===== src/rtl/plr_pkg.sv =====
// ----------------------------------------------------------------------------
// plr_pkg
// Shared types, constants and helpers for the peer longest-prefix lookup.
// ----------------------------------------------------------------------------
package plr_pkg;

    // default number of table entries
    localparam int PLR_DEPTH = 16;
    // index and count widths sized for the largest supported table
    localparam int IDX_W     = 8;
    localparam int CNT_W     = 9;
    localparam int ADDR_W    = 32;
    localparam int LEN_W     = 6;
    localparam int TAG_W     = 16;
    localparam logic [LEN_W-1:0] MAX_LEN = LEN_W'(32);

    typedef enum logic [1:0] {
        ST_INSERTED = 2'd0,
        ST_FULL     = 2'd1,
        ST_MATCH    = 2'd2,
        ST_NOMATCH  = 2'd3
    } t_status;

    typedef enum logic {
        MODE_INSERT = 1'b0,
        MODE_LOOKUP = 1'b1
    } t_mode;

    // item travelling down the cell chain
    typedef struct packed {
        t_mode             mode;
        logic [ADDR_W-1:0] addr;
        logic [LEN_W-1:0]  len;       // saturated insert length
        logic [TAG_W-1:0]  tag;
        logic [CNT_W-1:0]  cnt;       // entries valid for this item
        logic              full;      // insert rejected
        logic              found;     // lookup has a hit
        logic [IDX_W-1:0]  best_idx;  // insert slot or best hit
        logic [LEN_W-1:0]  best_len;
    } t_pkt;

    // network mask for a prefix length of 0 to 32
    function automatic logic [ADDR_W-1:0] prefix_mask(input logic [LEN_W-1:0] len);
        logic [ADDR_W-1:0] m;
        if (len == '0) begin
            m = '0;
        end else if (len >= MAX_LEN) begin
            m = '1;
        end else begin
            m = ~({ADDR_W{1'b1}} >> len);
        end
        return m;
    endfunction

endpackage


===== src/rtl/peer_longest_prefix_lookup_top.sv =====
// ----------------------------------------------------------------------------
// peer_longest_prefix_lookup_top
// Peer table with append insert and longest-prefix lookup over a cell chain.
// ----------------------------------------------------------------------------
// Each table entry lives in its own cell; an accepted item passes the entry
// register and then each cell's stage register in turn on its way to its
// result. The chain is a pipeline: a new item can be accepted every cycle,
// and the whole chain stalls while a result waits on o_ready. Inserts write
// the cell at the current fill count, and a lookup only considers entries
// that were inserted before it, so issue order is always honored.
module peer_longest_prefix_lookup_top
    import plr_pkg::*;
#(
    parameter int TABLE_DEPTH = PLR_DEPTH
) (
    input  logic              i_clk,
    input  logic              i_rst_n,
    input  logic              i_valid,
    output logic              i_ready,
    input  logic              i_mode,
    input  logic [ADDR_W-1:0] i_address,
    input  logic [LEN_W-1:0]  i_prefix_len,
    input  logic [TAG_W-1:0]  i_name_tag,
    output logic              o_valid,
    input  logic              o_ready,
    output logic [1:0]        o_status,
    output logic [3:0]        o_entry_index,
    output logic [LEN_W-1:0]  o_matched_len
);

    logic                    en;
    logic                    acc;
    logic                    full;
    logic [CNT_W-1:0]        r_count;
    logic                    r_vld0;
    t_pkt                    r_pkt0;
    t_pkt                    n_pkt0;
    logic [TABLE_DEPTH:0]    vld_c;
    t_pkt                    pkt_c [TABLE_DEPTH+1];
    t_pkt                    last;
    t_status                 st;

    // chain advances unless a result is held
    assign en      = !vld_c[TABLE_DEPTH] || o_ready;
    assign i_ready = en;
    assign acc     = i_valid && en;
    assign full    = r_count == CNT_W'(TABLE_DEPTH);

    // fill count
    always_ff @(posedge i_clk) begin
        if (!i_rst_n) begin
            r_count <= '0;
        end else if (acc && i_mode == MODE_INSERT && !full) begin
            r_count <= r_count + CNT_W'(1);
        end
    end

    // build the item entering the chain
    always_comb begin
        n_pkt0          = '0;
        n_pkt0.mode     = t_mode'(i_mode);
        n_pkt0.addr     = i_address;
        n_pkt0.len      = (i_prefix_len > MAX_LEN) ? MAX_LEN : i_prefix_len;
        n_pkt0.tag      = i_name_tag;
        n_pkt0.cnt      = r_count;
        n_pkt0.full     = full;
        n_pkt0.found    = 1'b0;
        n_pkt0.best_idx = (i_mode == MODE_INSERT && !full) ? r_count[IDX_W-1:0] : '0;
        n_pkt0.best_len = '0;
    end

    // entry register
    always_ff @(posedge i_clk) begin
        if (!i_rst_n) begin
            r_vld0 <= 1'b0;
        end else if (en) begin
            r_vld0 <= i_valid;
        end
    end

    always_ff @(posedge i_clk) begin
        if (en) begin
            r_pkt0 <= n_pkt0;
        end
    end

    assign vld_c[0] = r_vld0;
    assign pkt_c[0] = r_pkt0;

    // one cell per entry
    for (genvar g = 0; g < TABLE_DEPTH; g++) begin : g_cell
        plr_cell #(
            .INDEX (g)
        ) u_cell (
            .i_clk   (i_clk),
            .i_rst_n (i_rst_n),
            .i_en    (en),
            .i_vld   (vld_c[g]),
            .i_pkt   (pkt_c[g]),
            .o_vld   (vld_c[g+1]),
            .o_pkt   (pkt_c[g+1])
        );
    end

    // result from the chain tail
    assign last = pkt_c[TABLE_DEPTH];

    always_comb begin
        if (last.mode == MODE_INSERT) begin
            st = last.full ? ST_FULL : ST_INSERTED;
        end else begin
            st = last.found ? ST_MATCH : ST_NOMATCH;
        end
    end

    assign o_valid       = vld_c[TABLE_DEPTH];
    assign o_status      = st;
    assign o_entry_index = last.best_idx[3:0];
    assign o_matched_len = last.best_len;

endmodule


===== src/rtl/plr_cell.sv =====
// ----------------------------------------------------------------------------
// plr_cell
// One table entry; stores it on a matching insert and scores passing lookups.
// ----------------------------------------------------------------------------
module plr_cell
    import plr_pkg::*;
#(
    parameter int INDEX = 0
) (
    input  logic i_clk,
    input  logic i_rst_n,
    input  logic i_en,
    input  logic i_vld,
    input  t_pkt i_pkt,
    output logic o_vld,
    output t_pkt o_pkt
);

    logic [ADDR_W-1:0] r_addr;
    logic [LEN_W-1:0]  r_len;
    logic [TAG_W-1:0]  r_tag;
    logic              r_vld;
    t_pkt              r_pkt;
    t_pkt              n_pkt;
    logic              wr_hit;
    logic              in_use;
    logic              addr_ok;
    logic              tag_ok;
    logic [ADDR_W-1:0] mask;

    // insert targets this cell
    assign wr_hit = i_vld && (i_pkt.mode == MODE_INSERT) && !i_pkt.full &&
                    (i_pkt.best_idx == IDX_W'(INDEX));

    // entry is below the count the lookup was issued against
    assign in_use  = i_pkt.cnt > CNT_W'(INDEX);
    assign mask    = prefix_mask(r_len);
    assign addr_ok = (r_addr & mask) == (i_pkt.addr & mask);
    assign tag_ok  = (i_pkt.tag == '0) || (r_tag == '0) || (r_tag == i_pkt.tag);

    // keep the longer hit, earlier entry on a tie
    always_comb begin
        n_pkt = i_pkt;
        if (i_pkt.mode == MODE_LOOKUP && in_use && addr_ok && tag_ok &&
            (!i_pkt.found || r_len > i_pkt.best_len)) begin
            n_pkt.found    = 1'b1;
            n_pkt.best_idx = IDX_W'(INDEX);
            n_pkt.best_len = r_len;
        end
    end

    // entry storage
    always_ff @(posedge i_clk) begin
        if (i_en && wr_hit) begin
            r_addr <= i_pkt.addr;
            r_len  <= i_pkt.len;
            r_tag  <= i_pkt.tag;
        end
    end

    // stage register toward the next cell
    always_ff @(posedge i_clk) begin
        if (!i_rst_n) begin
            r_vld <= 1'b0;
        end else if (i_en) begin
            r_vld <= i_vld;
        end
    end

    always_ff @(posedge i_clk) begin
        if (i_en) begin
            r_pkt <= n_pkt;
        end
    end

    assign o_vld = r_vld;
    assign o_pkt = r_pkt;

endmodule


===== config.mk =====
export PLATFORM = sky130hd
export DESIGN_NAME = peer_longest_prefix_lookup_top
export DESIGN_NICKNAME = d
export VERILOG_FILES = /design/src/rtl/plr_pkg.sv /design/src/rtl/peer_longest_prefix_lookup_top.sv /design/src/rtl/plr_cell.sv
export SDC_FILE = /design/constraint.sdc
export NUM_CORES = 2
export LEC_CHECK = 0
export BUFFER_PORTS_ARGS = -buffer_cell sky130_fd_sc_hd__clkbuf_2
export CAP_MARGIN = 20
export CELL_PAD_IN_SITES_DETAIL_PLACEMENT = 1
export CELL_PAD_IN_SITES_GLOBAL_PLACEMENT = 1
export CORE_MARGIN = 5
export CORE_UTILIZATION = 45
export DETAILED_ROUTE_END_ITERATION = 10
export GPL_ROUTABILITY_DRIVEN = 0
export PLACE_DENSITY_LB_ADDON = 0.1
export SETUP_SLACK_MARGIN = 0.05
export SLEW_MARGIN = 25
export SYNTH_ARGS = -nofsm -noshare
export SYNTH_HDL_FRONTEND = slang
export SYNTH_SLANG_ARGS = --single-unit

===== constraint.sdc =====
create_clock -name i_clk -period 59.1 [get_ports i_clk]
set_input_delay 2.955 -clock i_clk [delete_from_list [all_inputs] [get_ports i_clk]]
set_output_delay 2.955 -clock i_clk [all_outputs]
set_load 0.01 [all_outputs]

==> Yosys cells after proc, flatten, opt, wreduce, memory -nomap -nowiden <==
Index checks and enable logic that the tools add are counted.
{ "word_totals": {"register_bits": 2176, "elab_cells": 702, "output_inout_bits": 14, "in_bits": 59} }
{ "op_classes": {"n_eq_ne": 48, "addsub": 1, "mux": 50, "magnitude_cmp": 48, "n_reduce_logical": 261, "n_bitwise": 65, "n_shift": 16} }
{ "op_table": {"columns": ["cell", "count"], "rows": [
  ["$and 32x32->32", 32],
  ["$mux 32", 32],
  ["$eq 32x32->1", 16],
  ["$logic_not 16->1", 32],
  ["$not 32->32", 16],
  ["$shr 32x6->32 const A", 16],
  ["$eq 16x16->1", 16],
  ["$logic_and 1x1->1", 131],
  ["$ge 6x6->1 const B", 16],
  ["$logic_not 6->1", 16],
  ["$gt 6x6->1", 15],
  ["$mux 6", 15],
  ["$gt 9x4->1 const B", 8],
  ["$eq 8x4->1 const B", 8],
  ["$logic_or 1x1->1", 48],
  ["$gt 9x3->1 const B", 4],
  ["$logic_not 1->1", 33],
  ["$eq 8x3->1 const B", 4],
  ["$gt 9x1->1 const B", 2],
  ["$gt 9x2->1 const B", 2],
  ["$not 1->1", 17],
  ["$eq 8x2->1 const B", 2],
  ["$add 9x1->9 const B", 1],
  ["$eq 9x5->1 const B", 1],
  ["other kinds (5)", 6]
]} }

==> Depth between registers and ports, before layout <==
{ "logic_depth": {"ltp_word": 10, "depth_mapped": 11, "mapped_depth_nobuf": 9} }

==> Cells and area by module <==
A second synthesis with hierarchy kept.
{ "unflattened": {"hier_cells": 5393, "hier_area_um2": 89540.9} }
{ "by_module_without_submodules": {"columns": ["mod", "cells_per_inst", "seq_area_each_um2", "n_inst", "area_per_inst_um2"], "rows": [
  ["plr_cell (g_cell[1].u_cell)", 326, 4043.9, 1, 5474.0],
  ["plr_cell (g_cell[11].u_cell)", 333, 4043.9, 1, 5451.5],
  ["plr_cell (g_cell[3].u_cell)", 329, 4043.9, 1, 5451.5],
  ["plr_cell (g_cell[6].u_cell)", 327, 4043.9, 1, 5447.7],
  ["plr_cell (g_cell[15].u_cell)", 323, 4043.9, 1, 5445.2],
  ["plr_cell (g_cell[0].u_cell)", 336, 4043.9, 1, 5441.5],
  ["plr_cell (g_cell[10].u_cell)", 323, 4043.9, 1, 5435.2],
  ["plr_cell (g_cell[12].u_cell)", 329, 4043.9, 1, 5424.0],
  ["plr_cell (g_cell[14].u_cell)", 329, 4043.9, 1, 5422.7],
  ["plr_cell (g_cell[8].u_cell)", 330, 4043.9, 1, 5422.7],
  ["plr_cell (g_cell[9].u_cell)", 327, 4043.9, 1, 5406.4],
  ["plr_cell (g_cell[4].u_cell)", 329, 4043.9, 1, 5401.4],
  ["plr_cell (g_cell[2].u_cell)", 326, 4043.9, 1, 5387.7],
  ["plr_cell (g_cell[5].u_cell)", 328, 4043.9, 1, 5386.4],
  ["3 more rows", null, null, null, null]
]} }

==> Least setup slack after synthesis <==
OpenSTA, ideal clock, no wires.
{ "synth_path": {"path_type": "input to register", "startpoint": "input port o_ready", "endpoint": "register g_cell[0].u_cell.r_addr[0], enable pin", "t_required_ps": 58500, "slack_ps": 13746, "t_arrival_ps": 44754, "n_path_buf": 2, "cell_stages": 6, "cell_sequence": "nor2b_1 inv_1 clkbuf_1 buf_1 nand3_1 nor4_1"} }
{ "synth_via": {"elab_chain_len": 2} }
{ "synth_lines": {"columns": ["item", "line", "source"], "rows": [
  ["start, declared", "peer_longest_prefix_lookup_top.sv:25", "input logic o_ready,"],
  ["$logic_or 1x1->1", "peer_longest_prefix_lookup_top.sv:44", "assign en = !vld_c[TABLE_DEPTH] || o_ready;"],
  ["net i_ready", "peer_longest_prefix_lookup_top.sv:19", "output logic i_ready,"],
  ["$logic_and 1x1->1", "plr_cell.sv:54", "if (i_en && wr_hit) begin"],
  ["end signal, assigned", "plr_cell.sv:55", "r_addr <= i_pkt.addr;"],
  ["end, declared", "plr_cell.sv:19", "logic [ADDR_W-1:0] r_addr;"]
]} }
The timed path passes the listed nets, and every way through them passes these cells.
A chain may end at the register's enable or synchronous reset.

==> Worst setup path in the final report <==
{ "layout_path": {"startpoint": "input port o_ready", "endpoint": "output port i_ready"} }
{ "layout_via": {"elab_chain_len": 1} }
{ "layout_lines": {"columns": ["item", "line"], "rows": [
  ["$logic_or 1x1->1", "peer_longest_prefix_lookup_top.sv:44"],
  ["end, declared", "peer_longest_prefix_lookup_top.sv:19"]
]} }
No other way between the ends.

==> impl_metrics.yaml <==
global_route:
  grt_util_met1: 0.2692
  busiest_layer: "met2"
  gr-usage-all-layers: 0.2020
  met2_usage: 0.3544
  grt_max_degree: 181
  grt_pass1_wl_microns: 306400
  grt_util_met3: 0.02809
  antenna_found_initial: 2
  grt.overflow.total: 0
  grt_pass1_vias: 47240
yosys:
  yosys-top-cells-area: "edfxtp_1 (75%), xnor2_1 (4.7%), xor2_1 (3.2%), nor4_1 (1.6%), a21oi_1 (1.4%)"
  synth_edf_count: 2146
  synth_compound_area_frac: 0.06090
  ys_async_sr_fraction: 0
  synth_most_common_cell: "edfxtp_1"
  synthFlopType: "edfxtp_1"
  synth_top_family_by_area: "XOR/XNOR gates"
  synthMuxAreaShare: 0.01143
  synthesis.nets: 5437
  yosysTopAreaCell: "edfxtp_1"
  synth_xor_area_frac: 0.07879
  synthTopCellsByCount: "edfxtp_1 (2,146), xnor2_1 (460), xor2_1 (315)"
  synth_top_area_frac: 0.7480
  syn_avg_cell_area_sq_um: 16.30
  syn_area_sq_mm: 0.08615
  ys_seq_area_frac: 0.7540
  yosys_warnings: 0
  synthCells: 5286
  ys_types: 90
  synth_simple_gate_area_frac: 0.06694
  synth_seq_cells: 2172
  synth-adder-area-share: 0.01394
place:
  portBuffers: 72
  hpwl_microns: 146100
layout:
  fill_cells: 17780
  syn_to_final_growth_pct: 12.22
  layout-drive-gt1-share: 0.09591
  register_area_sq_mm: 0.06496
  fin_util: 0.5078
  nNetsFinal: 5616
  multi_input_area_sq_mm: 0.02008
critical_path:
  rr_worst_depth: 6
  path_class: "input pin to output port"
  crit_path_max_fanout: 114
  cp.arrival_ns: 4.32
  worst_setup_path_start_kind: "input pin"
  cp-end-kind: "output port"
  worstPathRequired_ns: 56.15
drt:
  wl_microns: 202800
  routed_via_density: 5.527
  drc: 0
  drtPass1Iterations: 5
  drt-initial-drc-count: 3380
  avgRoutedWirePerCell_microns: 24.84
  vias: 45120
  ant_nets: 0
power_and_ir_drop:
  power_frac_clock: 0.433
  leakagePower_nw: 33.46
  seqPwrFrac: 0.552
  ir_worst_vdd_mv: 0.02721
  p_switching_mw: 0.6461
  internal_power_mw: 2.565
  swShare: 0.2012
  combPwrFrac: 0.015
  p_per_area_mw_per_mm2: 33.21
floorplanning:
  core_sq_mm: 0.1904
  start_util: 0.4525
  rows: 160
  die_h_microns: 447.5
  die_area_sq_mm: 0.2003
  fp.dieW_microns: 447.5
  io_pins: 73
cts:
  numCtsBuffers: 220
  clock_sinks: 2172
  cts_buffer_depth: 3
  cts_hold_buf: 0
  postCtsSetupRepairBufs: 0
  post_cts_resize_count: 0
  clk_pin_slew_ns: 0.06
  cts_max_level: 4
  cts_tree: "yes"
  insertion_delay_ns: 0.83
  cts-root-buf: "clkbuf_16"
timing:
  period_share: 0.1231
  fin_crit_ns: 7.275
  setup_violations: 0
  skew_ns: 0.03174
  worst_pin_slew_ns: 1.053
  maxClockFrequency_mhz: 137.5
  maxSlewHeadroom: 0.2982
  hold_viol: 0
  drv_slew: 0
  fin_setup_tns_ns: 0
  rsz0062_at_grt: "no"
job:
  drv_cap: 0
hold_path:
  whs_path_depth: 0
  min_path_type: "register to register"
run_status:
  outcome: "complete, no violations"
power groups by stage:
stage	Sequential, mW	Combinational (mW)	Clock (mW)
floorplan	1.78	0.0347	0
global placement	1.81	0.0468	0
detailed placement	1.81	0.0473	0
CTS	1.78	0.0478	1.43
global route	1.78	0.0522	1.50
finish	1.77	0.0475	1.39
cells in the final DEF, fill, tap and decap left out, drive strengths merged, types with 13 or more instances in the layout:
cell / n
nor2b: 47
mux2i: 32
o22ai: 35
or4: 27
a2111oi: 20
nor3: 70
nor4: 222
o221ai: 13
nand2: 134
a21oi: 236
a31oi: 25
o211ai: 23
and3: 13
xnor2: 460
ha: 92
mux2: 59
xor2: 315
o31ai: 22
clkbuf: 342
a211oi: 38
buf: 35
inv: 157
o21ai: 194
edfxtp: 2146
dfxtp: 26
nand4: 109
or2: 20
or3: 23
bufinv: 26
nand2b: 33
nor2: 139
o2111ai: 16
clkinv: 96
o21a: 32
a21boi: 20
a21o: 25
a22oi: 13
and2: 83
nand3: 65
path summary, 6_finish.rpt:
kind                                                  from  slack [ns]                         end
worst min register to register  g_cell[6].u_cell.o_pkt[17]        0.42  g_cell[7].u_cell.o_pkt[17]
worst max register to register     g_cell[15].u_cell.o_vld       54.97                 pkt_c[1317]
worst min-delay path            g_cell[6].u_cell.o_pkt[17]        0.42  g_cell[7].u_cell.o_pkt[17]
worst max-delay path                               o_ready       51.82                     i_ready
stage by stage:
step	hold slack (ns)	instances	setup WS, ns	cell area [sq um]	total power [mW]
2_1_floorplan	0.4003	5286	13.75	86150	1.814
3_3_place_gp	0.4012	7754	51.73	89430	1.855
3_5_place_dp	0.4052	7754	51.70	89430	1.856
4_1_cts	0.4123	8162	51.71	96680	3.254
5_1_grt	0.4217	8163	51.66	96680	3.332
6_report	0.4191	8164	51.82	96680	3.211
logic make-up (layout without fill, tap and decap cells):
logic type	Yosys count	count (layout)
mux	91	91
simple gates	1032	1032
xor+xnor	775	775
compound gates	819	819
flops	2172	2172
fa+ha+maj	97	97
other cells	0	2
buf+inv	300	665
state kept, by name, summed over array words and instances (netlist names):
register,flops
g_cell.u_cell.o_pkt,1209
g_cell.u_cell.o_vld,16
g_cell.u_cell.r_addr,512
g_cell.u_cell.r_len,96
g_cell.u_cell.r_tag,256
pkt_c,73
r_count,9
r_vld0,1
layer usage:
layer	share of wire	vias up
met5	0	-
met4	0.018	0
met3	0.033	276
met2	0.51	814
met1	0.43	23200
li1	-	20830
layout make-up:
cell class / count / share of cell area
antenna: 2 / 0.00005177
clock buffer: 270 / 0.06062
clock inverter: 138 / 0.01430
inverter: 150 / 0.005901
multi-input combinational: 2814 / 0.2077
sequential: 2172 / 0.6719
tap: 2511 / 0.03250
timing repair buffer: 107 / 0.006963
critical path, cell delays in order:
cell	delay [ns]
clkbuf_2	0.10
nor2b_4	0.04
buf_4	0.26
inv_8	0.62
clkbuf_2	0.33
Note: power is estimated with default switching activity, not from simulation.
